===== config.mk =====
export PLATFORM = sky130hd
export DESIGN_NAME = hex_text_to_bytes_parser
export DESIGN_NICKNAME = d
export VERILOG_FILES = /design/src/hw/rtl/htb_pkg.sv /design/src/hw/rtl/hex_text_to_bytes_parser.sv /design/src/hw/rtl/htb_front.sv /design/src/hw/rtl/htb_queue.sv /design/src/hw/rtl/htb_back.sv
export SDC_FILE = /design/constraint.sdc
export NUM_CORES = 1
export LEC_CHECK = 0
export BUFFER_PORTS_ARGS = -buffer_cell sky130_fd_sc_hd__buf_2
export CELL_PAD_IN_SITES_DETAIL_PLACEMENT = 2
export CELL_PAD_IN_SITES_GLOBAL_PLACEMENT = 2
export CORE_ASPECT_RATIO = 1.75
export CORE_MARGIN = 2
export CORE_UTILIZATION = 44
export DETAILED_ROUTE_END_ITERATION = 8
export GPL_TIMING_DRIVEN = 0
export PLACE_DENSITY = 0.9
export SLEW_MARGIN = 5
export SYNTH_ARGS = -nofsm -noshare
export SYNTH_HDL_FRONTEND = slang
export SYNTH_SLANG_ARGS = --single-unit
export TNS_END_PERCENT = 50

===== constraint.sdc =====
create_clock -name clk -period 3.9 [get_ports clk]
set_input_delay 0.195 -clock clk [delete_from_list [all_inputs] [get_ports clk]]
set_output_delay 0.195 -clock clk [all_outputs]
set_load 0.1 [all_outputs]

===== src/hw/rtl/htb_pkg.sv =====
`default_nettype none

package htb_pkg;

  // Character codes that steer the parser.
  localparam logic [7:0] CHAR_COLON = 8'h3A;
  localparam logic [7:0] CHAR_SPACE = 8'h20;

  // Configuration register indexes.
  localparam int unsigned CFG_INDEX_W = 1;
  localparam logic [CFG_INDEX_W-1:0] CFG_STRICT_MODE = 1'b0;
  localparam logic [CFG_INDEX_W-1:0] CFG_RAW_CHARS   = 1'b1;

  // Error kinds reported in an error result.
  localparam logic [2:0] ERR_SEP_AFTER_UNDELIM = 3'd0;
  localparam logic [2:0] ERR_MIXED_SEPARATORS  = 3'd1;
  localparam logic [2:0] ERR_MISSING_SEPARATOR = 3'd2;
  localparam logic [2:0] ERR_EMPTY_BYTE        = 3'd3;
  localparam logic [2:0] ERR_NON_HEX           = 3'd4;
  localparam logic [2:0] ERR_NONE_KIND         = 3'd0;

  // Default depth of the queue between the front and back ends.
  localparam int unsigned QUEUE_DEPTH_DEF = 4;

  typedef enum logic [1:0] {
    STYLE_UNKNOWN = 2'd0,
    STYLE_NONE    = 2'd1,
    STYLE_COLON   = 2'd2,
    STYLE_SPACE   = 2'd3
  } sep_style_t;

  typedef struct packed {
    logic [7:0] text_char;
    logic       end_of_string;
  } in_item_t;

  typedef struct packed {
    logic [7:0] out_byte;
    logic       is_error;
    logic [2:0] error_kind;
    logic       last_of_run;
  } out_item_t;

  // All results caused by one item: one or two of them.
  typedef struct packed {
    logic      two;
    out_item_t first;
    out_item_t second;
  } run_t;

  typedef struct packed {
    logic full;
    logic avail;
  } q_status_t;

endpackage

`default_nettype wire


===== src/hw/rtl/hex_text_to_bytes_parser.sv =====
`default_nettype none

// Hex text to bytes parser.
// The input channel (in_valid, in_stall, in_data) carries one character per item together
// with an end-of-string mark. The result channel (out_valid, out_stall, out_data) carries
// parsed bytes and error reports; the final result caused by an item has last_of_run set.
// An item may cause no result, one, or two (a closed byte followed by an error or by the
// flushed final byte). The configuration channel (cfg_valid, cfg_ready, cfg_index,
// cfg_wdata) writes strict_mode (index 0) and raw_chars (index 1); cfg_ready is always high.
// The results of an item pass through the queue and then through the output register.
// Throughput: one item per cycle while items cause at most one result and out_stall is
// low; an item with two results holds the output register for each of them in turn. The
// output register, which hands out one result per cycle unless stalled, sets that rate.
// A queue of QUEUE_DEPTH runs sits between the parsing front end and the output stage, so
// the input keeps taking items while the receiver stalls until that queue is full; in_stall
// then rises. Results are held unchanged while out_stall is high.
// After reset: strict mode on, raw mode off, parse state cleared, no results pending.
module hex_text_to_bytes_parser #(
  parameter int unsigned QUEUE_DEPTH = htb_pkg::QUEUE_DEPTH_DEF
) (
  input  wire logic                            clk,
  input  wire logic                            rst_n,
  input  wire logic                            in_valid,
  output logic                                 in_stall,
  input  wire htb_pkg::in_item_t               in_data,
  output logic                                 out_valid,
  input  wire logic                            out_stall,
  output htb_pkg::out_item_t                   out_data,
  input  wire logic                            cfg_valid,
  output logic                                 cfg_ready,
  input  wire logic [htb_pkg::CFG_INDEX_W-1:0] cfg_index,
  input  wire logic                            cfg_wdata
);

  logic               accept;
  logic               push;
  logic               pop;
  htb_pkg::run_t      push_run;
  htb_pkg::run_t      head;
  htb_pkg::q_status_t q_status;

  // Registers can always be written; the user only writes them while the block is idle.
  assign cfg_ready = 1'b1;

  // The front end stalls only on a full queue, never on the receiver directly.
  assign in_stall = q_status.full;
  assign accept   = in_valid && !q_status.full;

  // Front end: classifies each character, updates the parse state and forms its results.
  htb_front u_front (
    .clk       (clk),
    .rst_n     (rst_n),
    .cfg_we    (cfg_valid && cfg_ready),
    .cfg_index (cfg_index),
    .cfg_wdata (cfg_wdata),
    .accept    (accept),
    .item      (in_data),
    .push      (push),
    .run       (push_run)
  );

  // Queue of result runs between the two ends.
  htb_queue #(
    .DEPTH (QUEUE_DEPTH)
  ) u_queue (
    .clk      (clk),
    .rst_n    (rst_n),
    .push     (push),
    .push_run (push_run),
    .pop      (pop),
    .head     (head),
    .status   (q_status)
  );

  // Back end: hands out each run's results one per cycle unless stalled (output register).
  htb_back u_back (
    .clk       (clk),
    .rst_n     (rst_n),
    .head      (head),
    .status    (q_status),
    .pop       (pop),
    .out_valid (out_valid),
    .out_stall (out_stall),
    .out_data  (out_data)
  );

endmodule

`default_nettype wire


===== src/hw/rtl/htb_front.sv =====
`default_nettype none

module htb_front (
  input  wire logic                              clk,
  input  wire logic                              rst_n,
  input  wire logic                              cfg_we,
  input  wire logic [htb_pkg::CFG_INDEX_W-1:0]   cfg_index,
  input  wire logic                              cfg_wdata,
  input  wire logic                              accept,
  input  wire htb_pkg::in_item_t                 item,
  output logic                                   push,
  output htb_pkg::run_t                          run
);

  logic                strict_r;
  logic                raw_r;
  logic [7:0]          partial_byte_r;
  logic [7:0]          partial_byte_nxt;
  logic [1:0]          digit_count_r;
  logic [1:0]          digit_count_nxt;
  htb_pkg::sep_style_t style_r;
  htb_pkg::sep_style_t style_nxt;
  logic                discarding_r;
  logic                discarding_nxt;

  logic                is_sep;
  htb_pkg::sep_style_t sep_code;
  logic                hex_ok;
  logic [3:0]          hex_val;
  logic                err_hit;
  logic [2:0]          err_kind;
  logic                byte_hit;
  logic [7:0]          byte_val;
  logic                sec_hit;
  htb_pkg::out_item_t  byte_res;
  htb_pkg::out_item_t  sec_res;

  function automatic logic hex_digit_ok(input logic [7:0] c);
    hex_digit_ok = (c inside {[8'h30:8'h39], [8'h41:8'h46], [8'h61:8'h66]});
  endfunction

  function automatic logic [3:0] hex_digit_val(input logic [7:0] c);
    if (c inside {[8'h30:8'h39]}) begin
      hex_digit_val = c[3:0];
    end else begin
      // Letters A-F and a-f both have 1..6 in the low nibble.
      hex_digit_val = 4'(c[3:0] + 4'd9);
    end
  endfunction

  always_comb begin
    partial_byte_nxt = partial_byte_r;
    digit_count_nxt  = digit_count_r;
    style_nxt        = style_r;
    discarding_nxt   = discarding_r;
    err_hit          = 1'b0;
    err_kind         = htb_pkg::ERR_NONE_KIND;
    byte_hit         = 1'b0;
    byte_val         = partial_byte_r;
    sec_hit          = 1'b0;
    sec_res          = '0;
    is_sep   = (item.text_char == htb_pkg::CHAR_COLON) ||
               (item.text_char == htb_pkg::CHAR_SPACE);
    sep_code = (item.text_char == htb_pkg::CHAR_COLON) ? htb_pkg::STYLE_COLON
                                                       : htb_pkg::STYLE_SPACE;
    hex_ok   = hex_digit_ok(item.text_char);
    hex_val  = hex_digit_val(item.text_char);

    if (raw_r) begin
      byte_hit = 1'b1;
      byte_val = item.text_char;
      if (item.end_of_string) begin
        partial_byte_nxt = '0;
        digit_count_nxt  = '0;
        style_nxt        = htb_pkg::STYLE_UNKNOWN;
        discarding_nxt   = 1'b0;
      end
    end else if (discarding_r) begin
      if (item.end_of_string) begin
        partial_byte_nxt = '0;
        digit_count_nxt  = '0;
        style_nxt        = htb_pkg::STYLE_UNKNOWN;
        discarding_nxt   = 1'b0;
      end
    end else begin
      // A separator, or any character after two digits, closes the byte.
      if ((digit_count_r == 2'd2) || is_sep) begin
        if (is_sep) begin
          if (style_r == htb_pkg::STYLE_UNKNOWN) begin
            style_nxt = sep_code;
          end else if (style_r == htb_pkg::STYLE_NONE) begin
            if (strict_r) begin
              err_hit  = 1'b1;
              err_kind = htb_pkg::ERR_SEP_AFTER_UNDELIM;
            end
          end else if (style_r != sep_code) begin
            if (strict_r) begin
              err_hit  = 1'b1;
              err_kind = htb_pkg::ERR_MIXED_SEPARATORS;
            end
          end
        end else begin
          if (((style_r == htb_pkg::STYLE_COLON) || (style_r == htb_pkg::STYLE_SPACE)) &&
              strict_r) begin
            err_hit  = 1'b1;
            err_kind = htb_pkg::ERR_MISSING_SEPARATOR;
          end else begin
            style_nxt = htb_pkg::STYLE_NONE;
          end
        end
        if (!err_hit) begin
          if (digit_count_r == 2'd0) begin
            if (strict_r) begin
              err_hit  = 1'b1;
              err_kind = htb_pkg::ERR_EMPTY_BYTE;
            end
          end else begin
            byte_hit = 1'b1;
            byte_val = partial_byte_r;
          end
          if (!err_hit) begin
            partial_byte_nxt = '0;
            digit_count_nxt  = '0;
          end
        end
      end

      if (!err_hit && !is_sep) begin
        if (!hex_ok) begin
          if (strict_r) begin
            err_hit  = 1'b1;
            err_kind = htb_pkg::ERR_NON_HEX;
          end
        end else begin
          partial_byte_nxt = {partial_byte_nxt[3:0], hex_val};
          digit_count_nxt  = 2'(digit_count_nxt + 2'd1);
        end
      end

      if (err_hit) begin
        sec_hit            = 1'b1;
        sec_res.is_error   = 1'b1;
        sec_res.error_kind = err_kind;
        if (item.end_of_string) begin
          partial_byte_nxt = '0;
          digit_count_nxt  = '0;
          style_nxt        = htb_pkg::STYLE_UNKNOWN;
          discarding_nxt   = 1'b0;
        end else begin
          discarding_nxt = 1'b1;
        end
      end else if (item.end_of_string) begin
        if (digit_count_nxt != 2'd0) begin
          sec_hit          = 1'b1;
          sec_res.out_byte = partial_byte_nxt;
        end
        partial_byte_nxt = '0;
        digit_count_nxt  = '0;
        style_nxt        = htb_pkg::STYLE_UNKNOWN;
        discarding_nxt   = 1'b0;
      end
    end

    byte_res             = '0;
    byte_res.out_byte    = byte_val;
    byte_res.error_kind  = htb_pkg::ERR_NONE_KIND;
    sec_res.last_of_run  = 1'b1;

    run.two              = byte_hit && sec_hit;
    run.first            = byte_hit ? byte_res : sec_res;
    run.first.last_of_run = !(byte_hit && sec_hit);
    run.second           = sec_res;
    push                 = accept && (byte_hit || sec_hit);
  end

  always_ff @(posedge clk) begin
    if (!rst_n) begin
      strict_r       <= 1'b1;
      raw_r          <= 1'b0;
      partial_byte_r <= '0;
      digit_count_r  <= '0;
      style_r        <= htb_pkg::STYLE_UNKNOWN;
      discarding_r   <= 1'b0;
    end else begin
      if (cfg_we) begin
        case (cfg_index)
          htb_pkg::CFG_STRICT_MODE: strict_r <= cfg_wdata;
          htb_pkg::CFG_RAW_CHARS:   raw_r    <= cfg_wdata;
          default: ;
        endcase
      end
      if (accept) begin
        partial_byte_r <= partial_byte_nxt;
        digit_count_r  <= digit_count_nxt;
        style_r        <= style_nxt;
        discarding_r   <= discarding_nxt;
      end
    end
  end

  a_digit_count_range: assert property (@(posedge clk) disable iff (!rst_n)
    digit_count_r != 2'd3)
    else $error("digit count left its range");

endmodule

`default_nettype wire


===== src/hw/rtl/htb_queue.sv =====
`default_nettype none

module htb_queue #(
  parameter int unsigned DEPTH = htb_pkg::QUEUE_DEPTH_DEF
) (
  input  wire logic          clk,
  input  wire logic          rst_n,
  input  wire logic          push,
  input  wire htb_pkg::run_t push_run,
  input  wire logic          pop,
  output htb_pkg::run_t      head,
  output htb_pkg::q_status_t status
);

  localparam int unsigned PTR_W = (DEPTH > 1) ? $clog2(DEPTH) : 1;
  localparam int unsigned CNT_W = $clog2(DEPTH + 1);

  htb_pkg::run_t    slot_r [DEPTH];
  logic [PTR_W-1:0] wr_ptr_r;
  logic [PTR_W-1:0] wr_ptr_nxt;
  logic [PTR_W-1:0] rd_ptr_r;
  logic [PTR_W-1:0] rd_ptr_nxt;
  logic [CNT_W-1:0] count_r;
  logic [CNT_W-1:0] count_nxt;

  always_comb begin
    wr_ptr_nxt = (wr_ptr_r == PTR_W'(DEPTH - 1)) ? '0 : PTR_W'(wr_ptr_r + 1'b1);
    rd_ptr_nxt = (rd_ptr_r == PTR_W'(DEPTH - 1)) ? '0 : PTR_W'(rd_ptr_r + 1'b1);
    count_nxt  = count_r;
    if (push && !pop) begin
      count_nxt = CNT_W'(count_r + 1'b1);
    end else if (pop && !push) begin
      count_nxt = CNT_W'(count_r - 1'b1);
    end
    head         = slot_r[rd_ptr_r];
    status.full  = (count_r == CNT_W'(DEPTH));
    status.avail = (count_r != '0);
  end

  always_ff @(posedge clk) begin
    if (push) begin
      slot_r[wr_ptr_r] <= push_run;
    end
  end

  always_ff @(posedge clk) begin
    if (!rst_n) begin
      wr_ptr_r <= '0;
      rd_ptr_r <= '0;
      count_r  <= '0;
    end else begin
      if (push) begin
        wr_ptr_r <= wr_ptr_nxt;
      end
      if (pop) begin
        rd_ptr_r <= rd_ptr_nxt;
      end
      count_r <= count_nxt;
    end
  end

  a_no_overflow: assert property (@(posedge clk) disable iff (!rst_n)
    !(push && count_r == CNT_W'(DEPTH) && !pop))
    else $error("queue written while full");

  a_no_underflow: assert property (@(posedge clk) disable iff (!rst_n)
    !(pop && count_r == '0))
    else $error("queue read while empty");

endmodule

`default_nettype wire


===== src/hw/rtl/htb_back.sv =====
`default_nettype none

module htb_back (
  input  wire logic               clk,
  input  wire logic               rst_n,
  input  wire htb_pkg::run_t      head,
  input  wire htb_pkg::q_status_t status,
  output logic                    pop,
  output logic                    out_valid,
  input  wire logic               out_stall,
  output htb_pkg::out_item_t      out_data
);

  logic               out_valid_r;
  logic               out_valid_nxt;
  htb_pkg::out_item_t out_data_r;
  logic               idx_r;
  logic               idx_nxt;
  logic               load;

  always_comb begin
    load          = status.avail && (!out_valid_r || !out_stall);
    pop           = load && (idx_r || !head.two);
    idx_nxt       = load ? !pop : idx_r;
    out_valid_nxt = (!out_valid_r || !out_stall) ? status.avail : out_valid_r;
  end

  always_ff @(posedge clk) begin
    if (load) begin
      out_data_r <= idx_r ? head.second : head.first;
    end
  end

  always_ff @(posedge clk) begin
    if (!rst_n) begin
      out_valid_r <= 1'b0;
      idx_r       <= 1'b0;
    end else begin
      out_valid_r <= out_valid_nxt;
      idx_r       <= idx_nxt;
    end
  end

  assign out_valid = out_valid_r;
  assign out_data  = out_data_r;

  a_second_needs_pair: assert property (@(posedge clk) disable iff (!rst_n)
    idx_r |-> (status.avail && head.two))
    else $error("second result selected without a two-result run at the head");

endmodule

`default_nettype wire

# After elaboration in Yosys (flattened, before gate mapping)
# Memory sizes are Yosys's and may differ from the RTL's. A register that Yosys moved wholly into a read port is not among the register bits.
# Index checks and enable logic that the tools add are counted.
op_classes:
  n_addsub: 6
  magnitude_cmp: 6
  n_eq_ne: 13
  n_mux: 100
  bitwise: 1
  reduce_logical: 38
op_table:
  columns: ["cell", "n"]
  rows:
  - ["$mux W8", 13]
  - ["$mux W2", 26]
  - ["$mux W1", 42]
  - ["$mux W3", 13]
  - ["$mux W13", 2]
  - ["$mux W12", 2]
  - ["$eq A8 B6 Y1 const B", 2]
  - ["$ge A8 B7 Y1 const B", 2]
  - ["$le A8 B7 Y1 const B", 2]
  - ["$logic_and A1 B1 Y1", 12]
  - ["$eq A2 B2 Y1 const B", 5]
  - ["$logic_not A1 Y1", 9]
  - ["$ge A8 B6 Y1 const B", 1]
  - ["$le A8 B6 Y1 const B", 1]
  - ["$mux W4", 2]
  - ["$add A2 B1 Y2 const B", 3]
  - ["$logic_or A1 B1 Y1", 6]
  - ["$reduce_and A2 Y1", 3]
  - ["$reduce_bool A3 Y1", 2]
  - ["$ne A5 B2 Y1 const B", 1]
  - ["$ne A5 B3 Y1 const B", 1]
  - ["$add A4 B4 Y4 const B", 1]
  - ["$logic_not A2 Y1", 2]
  - ["$reduce_and A4 Y1", 1]
  - ["other kinds (9)", 10]
word_totals:
  register_bits: 37
  ram_bits: 104
  input_bits: 16
  out_inout_bits: 16
  elab_cells: 180
  mem_count: 1
memory_table:
  columns: ["memory", "words", "word_bits", "read_ports", "rd_clocked_by_memory_dff", "wr", "line_no", "rtl"]
  rows:
  - ["u_queue.slot_r", 4, 26, 1, 1, 1, "htb_queue.sv:18", "htb_pkg::run_t slot_r [DEPTH];"]

# Longest topological paths before layout
logic_depth:
  word_depth: 36
  mapped_depth: 14
  ltp_nobuf: 14

# Cells and area by module
# Synthesis repeated with hierarchy kept, for this count alone.
unflattened:
  hier_cells: 437
  hier_area_um2: 6771.5
modules_own_cells:
  columns: ["mod", "n_inst", "cells_each", "area_each_um2", "seq_area_each_um2"]
  rows:
  - ["htb_queue", 1, 185, 4403.0, 3423.3]
  - ["htb_front", 1, 210, 1654.1, 300.3]
  - ["htb_back", 1, 39, 689.4, 430.4]
  - ["hex_text_to_bytes_parser", 1, 3, 25.0, 0.0]

# Worst setup path after synthesis
# Ideal clock, no wire load.
synth_path:
  path_kind: "reg2reg"
  startpoint: "reg u_queue.count_r[0]"
  endpoint: "reg u_queue.count_r[2]"
  setup_time_ps: 76
  t_arrival_ps: 4091
  required_ps: 3824
  slack_ps: -267
  stages_incl_launch_ff: 10
  path_buffers: 0
  period_less_slack_ps: 4167
  cell_sequence: "dfxtp_1 > nor3b_1 > nand2b_1 > a31oi_4 > ha_1 > inv_1 > fa_1 > xor2_1 > or3_1 > a21boi_0"
synth_via:
  elab_chain_len: 7
  elab_cells_between_ends: 16
  classes_between: "add/sub: 2; eq/ne: 1; mux: 2; reduce/logical: 11"
synth_rtl:
  columns: ["element", "line_no", "rtl"]
  rows:
  - ["from (decl)", "htb_queue.sv:23", "logic [CNT_W-1:0] count_r;"]
  - ["from (signal assigned)", "htb_queue.sv:58", "count_r <= count_nxt;"]
  - ["$eq A3 B3 Y1 *", "htb_queue.sv:36", "status.full = (count_r == CNT_W'(DEPTH));"]
  - ["net in_stall", "hex_text_to_bytes_parser.sv:24", "output logic in_stall,"]
  - ["$logic_not A1 Y1 *", "hex_text_to_bytes_parser.sv:47", "assign accept = in_valid && !q_status.full;"]
  - ["$logic_and A1 B1 Y1 *", "hex_text_to_bytes_parser.sv:47", null]
  - ["$logic_and A1 B1 Y1 *", "htb_front.sv:173", "push = accept && (byte_hit || sec_hit);"]
  - ["net push", "hex_text_to_bytes_parser.sv:36", "logic push;"]
  - ["$logic_not A1 Y1", "htb_queue.sv:32", "end else if (pop && !push) begin"]
  - ["$logic_and A1 B1 Y1", "htb_queue.sv:32", null]
  - ["$reduce_bool A2 Y1 (no source line)", null, null]
# Mark *: on every way through the listed nets, which the timed path passes. The rest lies on a longest branch. The select of a mux whose other input is x is not followed.
# A chain may end at the register's enable or synchronous reset.

# Worst setup path in the final report
layout_path:
  startpoint: "in in_data[1] in the netlist's numbering"
  endpoint: "reg u_queue.count_r[2]"
layout_via:
  elab_chain_len: 30
  elab_cells_between_ends: 61
  classes_between: "add/sub: 1; order compare: 6; eq/ne: 3; mux: 35; reduce/logical: 16"
layout_rtl:
  columns: ["element", "line_no", "rtl"]
  rows:
  - ["from (decl)", "hex_text_to_bytes_parser.sv:25", "input wire htb_pkg::in_item_t in_data,"]
  - ["$eq A8 B6 Y1", "htb_front.sv:62, htb_front.sv:64", null]
  - ["$mux W1", "htb_front.sv:64", "sep_code = (item.text_char == htb_pkg::CHAR_COLON) ? htb_pkg::STYLE_COLON"]
  - ["$ne A2 B2 Y1", "htb_front.sv:96", "end else if (style_r != sep_code) begin"]
  - ["$mux W1", "htb_front.sv:96", null]
  - ["$mux W1", "htb_front.sv:91", "end else if (style_r == htb_pkg::STYLE_NONE) begin"]
  - ["$mux W1", "htb_front.sv:89", "if (style_r == htb_pkg::STYLE_UNKNOWN) begin"]
  - ["$mux W1", "htb_front.sv:88", "if (is_sep) begin"]
  - ["$mux W1", "htb_front.sv:87", "if ((digit_count_r == 2'd2) || is_sep) begin"]
  - ["[... 15 more ...]", null, null]
  - ["$mux W1", "htb_front.sv:78", "end else if (discarding_r) begin"]
  - ["$mux W1", "htb_front.sv:69", "if (raw_r) begin"]
  - ["$logic_or A1 B1 Y1 *", "htb_front.sv:173", null]
  - ["$logic_and A1 B1 Y1 *", "htb_front.sv:173", null]
  - ["net push", "hex_text_to_bytes_parser.sv:36", null]
  - ["$logic_not A1 Y1", "htb_queue.sv:32", null]
  - ["$logic_and A1 B1 Y1", "htb_queue.sv:32", null]
  - ["$reduce_bool A2 Y1 (no source line)", null, null]
# Marks and branches as above.

==> metrics.yaml <==
cp_cell_sequence: "buf_2 > inv_1 > ha_1 > or4b_4 > a21oi_1 > a21oi_2 > a31oi_1 > o21ai_1 > a31oi_4 > ha_1 > inv_1 > fa_1 > xor2_1 > or3_1 > a21boi_0"
maxCapViolCount: 0
worstMarginPinSlew_ns: 1.04
io-pin-count: 32
end_kind: "register"
core_area_um2: 14400
dr.pass1.iters: 6
drt-initial-drc-count: 309
design_area_um2: 7540
port_buffers: 28
place_inst: 678
grt_pass1_vias: 4879
max_clock_freq_ghz: 0.265
clockBufferDepth: 2
cp_max_fo: 7
fin_worst_skew_ns: 0.0113
synth_warnings: 0
syn_avg_cell_area_um2: 13.8
netlist_instances: 469
grt_start_max_net_pins: 27
grt_first_pass_wirelength_um: 31100
synthTopCellsByArea: "edfxtp_1 54%, mux4_2 9.1%, dfxtp_1 8.1%, nand2_1 4.1%, ha_1 1.9%"
outcome: "finished, final reports clean"
fp.dieW_um: 95.5
cts_inserted_buffers: 17
slowest_stage: "or4b_4"
cts_tree: "done"
hold_end: "u_front.strict_r"
synthArstFlopShare_pct: 0
finalHoldViolCount: 0
min_path_cells: 3
ant_nets: 0
placement.cell_area_um2: 6840
synth_ff_type: "edfxtp_1"
clk_latency_ns: 0.43
switching_share_pct: 36.8
routedWlPerCell_um: 29.5
chipHeight_um: 164
drc: 0
critPathLaunchType: "input port"
synth_edf_count: 117
combPwrFrac_pct: 31.1
worst_ep_required_time_ns: 4.24
relSlewSlack_pct: 30.3
cp_top_family: "compound AO/OA/AOI/OAI gates"
cts_sinks: 143
syn_area_um2: 6450
grtUsageMet3_pct: 4.59
antenna_found_initial: 0
synthDistinctLibCells: 63
worstPathArrival_ns: 4.12
vias: 4417
synth.yosys.seq_area_share_pct: 62.5
p_leak_uw: 0.00265
gr-total-overflow: 0
setup_viol: 0
ys_seq_elements: 143
detailed_place_hpwl_um: 12800
r2r_setup_slack_ns: 0.16
routed_wl_um: 21100
max_stage_delay_ns: 0.52
final.fill_count: 1366
finalSetupTns_ns: 0
htreeDepth: 4
reg2reg_depth: 12
yosysTopAreaCellShare_pct: 54.5
power_density_nw_per_um2: 733
die-area_um2: 15700
gr-usage-all-layers_pct: 28.1
grt-busiest-layer: "met2"
diodes: 0
gp_congestion: 0.871
clkPwrFrac_pct: 32.3
fin_crit_sh_pct: 96.7
intPower_uw: 3490
syn-num-nets: 496
p_seq_share_pct: 36.5
clk_pin_slew_ns: 0.06
finalCriticalPeriod_ns: 3.77
crit_buf_inv: 3
p_switching_uw: 2030
nets: 548
avgViaCountPerCell: 6.19
yosys.area.top_type: "edfxtp_1"
drive_above_1_share_pct: 22.7
min-delay-path-class: "in -> reg"
gr-usage-met2_pct: 51.3
worstReg2RegStart: "u_front.strict_r"
cts_root_buf: "clkbuf_16"
fin_cells: 714
vdd.ir_drop.worst_v: 0.000364
r2r-end: "u_queue.count_r[2]"
syn2layout_area_growth_pct: 16.8
row_count: 58
maxSlewViolCount: 0
worstHoldStart: "cfg_wdata"
initial_utilization_pct: 44.9
grtUsageMet1_pct: 31.5
path_class: "in -> reg"
what timing repair did:
action	in CTS	in global routing
setup endpoints to repair	105	78
gates resized for setup	4	8
hold buffers	0	0
pin swaps	0	1
setup buffers	0	4
sequential cells by signal, indices dropped and copies added (netlist names), named ones only:
signal,flops
u_front.raw_r,1
u_front.digit_count_r,2
u_front.style_r,2
u_front.partial_byte_r,8
u_queue.rd_ptr_r,2
u_queue.wr_ptr_r,2
u_queue.count_r,3
u_back.out_data,13
u_queue.slot_r,104
u_front.discarding_r,1
u_back.out_valid,1
u_front.strict_r,1
u_back.idx_r,1
routing by layer:
metal / up-vias / part of all wire (%)
met5: - / 0
met4: 0 / 3.5
met3: 55 / 4.0
met2: 186 / 56
met1: 2287 / 37
li1: 1889 / -
layout by cell type, fill, tap and decap left out, types with 6 or more instances in the layout:
master | Yosys | layout
nor3_1 | 8 | 8
ha_1 | 10 | 10
a22oi_1 | 8 | 8
mux2i_1 | 10 | 10
a21boi_0 | 7 | 7
nand2_1 | 70 | 70
edfxtp_1 | 117 | 117
clkbuf_1 | 11 | 9
inv_1 | 14 | 14
dfxtp_1 | 26 | 26
buf_2 | 1 | 29
o21ai_0 | 10 | 10
mux4_2 | 26 | 26
clkbuf_16 | 0 | 17
a21o_1 | 6 | 6
buf_4 | 2 | 6
a21oi_1 | 18 | 15
nor2_1 | 17 | 17
and2_1 | 16 | 12
clkinv_4 | 0 | 6
nor2b_1 | 16 | 16
final cells by class:
| type | instances | area, um2 | area share (%) |
|---|---|---|---|
| plain buffers | 19 | 88.8 | 1.18 |
| repair buffers | 34 | 186 | 2.47 |
| clock inverters | 15 | 209 | 2.77 |
| well taps | 180 | 225 | 2.99 |
| clock buffers | 17 | 425 | 5.64 |
| flip-flops and latches | 143 | 4030 | 53.5 |
| inverters | 14 | 52.6 | 0.697 |
| multi-input cells | 292 | 2320 | 30.7 |
synth_stat cells (10+ instances only):
| cell type | count |
|---|---|
| dfxtp_1 | 26 |
| nor2_1 | 17 |
| and2_1 | 16 |
| mux2i_1 | 10 |
| edfxtp_1 | 117 |
| clkbuf_1 | 11 |
| ha_1 | 10 |
| nand2_1 | 70 |
| inv_1 | 14 |
| mux4_2 | 26 |
| a21oi_1 | 18 |
| o21ai_0 | 10 |
| nor2b_1 | 16 |
how the worst max path moves through the flow:
stage                                   from                    end  depth (start not counted)
floorplan                         in_data[2]     u_queue.count_r[2]                         14
global placement                  in_data[1]  u_queue.slot_r[0][13]                         10
detailed placement                in_data[1]  u_queue.slot_r[3][14]                         10
CTS                 u_front.digit_count_r[1]     u_queue.count_r[2]                         14
global route                u_front.strict_r     u_queue.count_r[2]                         12
finish                            in_data[1]     u_queue.count_r[2]                         15
per-stage QoR:
step | hold slack [ns] | total power (uW) | util (%) | setup slack, ns
floorplan | 0.323 | 3310 | - | 0.480
global placement | 0.435 | 3590 | 47.5 | -0.374
detailed placement | 0.448 | 3700 | 47.6 | -0.567
CTS | 0.00278 | 5560 | 52.0 | -0.204
global route | 0.0355 | 5730 | 52.5 | -0.00345
finish | 0.0119 | 5530 | 52.5 | 0.129
logic make-up after synthesis:
| group | synth area share (%) |
|---|---|
| simple gates | 11.9 |
| flops | 62.5 |
| compound gates | 9.72 |
| mux | 10.6 |
| buf+inv | 2.23 |
| fa+ha+maj | 2.25 |
| xor+xnor | 0.679 |
| other cells | 0.0581 |
worst reg2reg max path, delay by kind of cell, from the launching register on:
kind | cells | cell delay, ns
XOR/XNOR | 1 | 0.16
adder cells (fa/ha/maj) | 2 | 0.67
AO/OA/AOI/OAI | 3 | 0.76
flip-flops | 1 | 0.35
buffers and inverters | 3 | 0.64
AND/OR/NAND/NOR | 3 | 1.06
power groups by stage:
stage,Sequential (uW),Clock [uW],Combinational [uW]
floorplan,2560,0,758
global placement,2010,0,1580
detailed placement,2040,0,1670
CTS,2020,1800,1730
global route,2040,1850,1840
finish,2020,1780,1720
(Power assumes the default switching activity.)
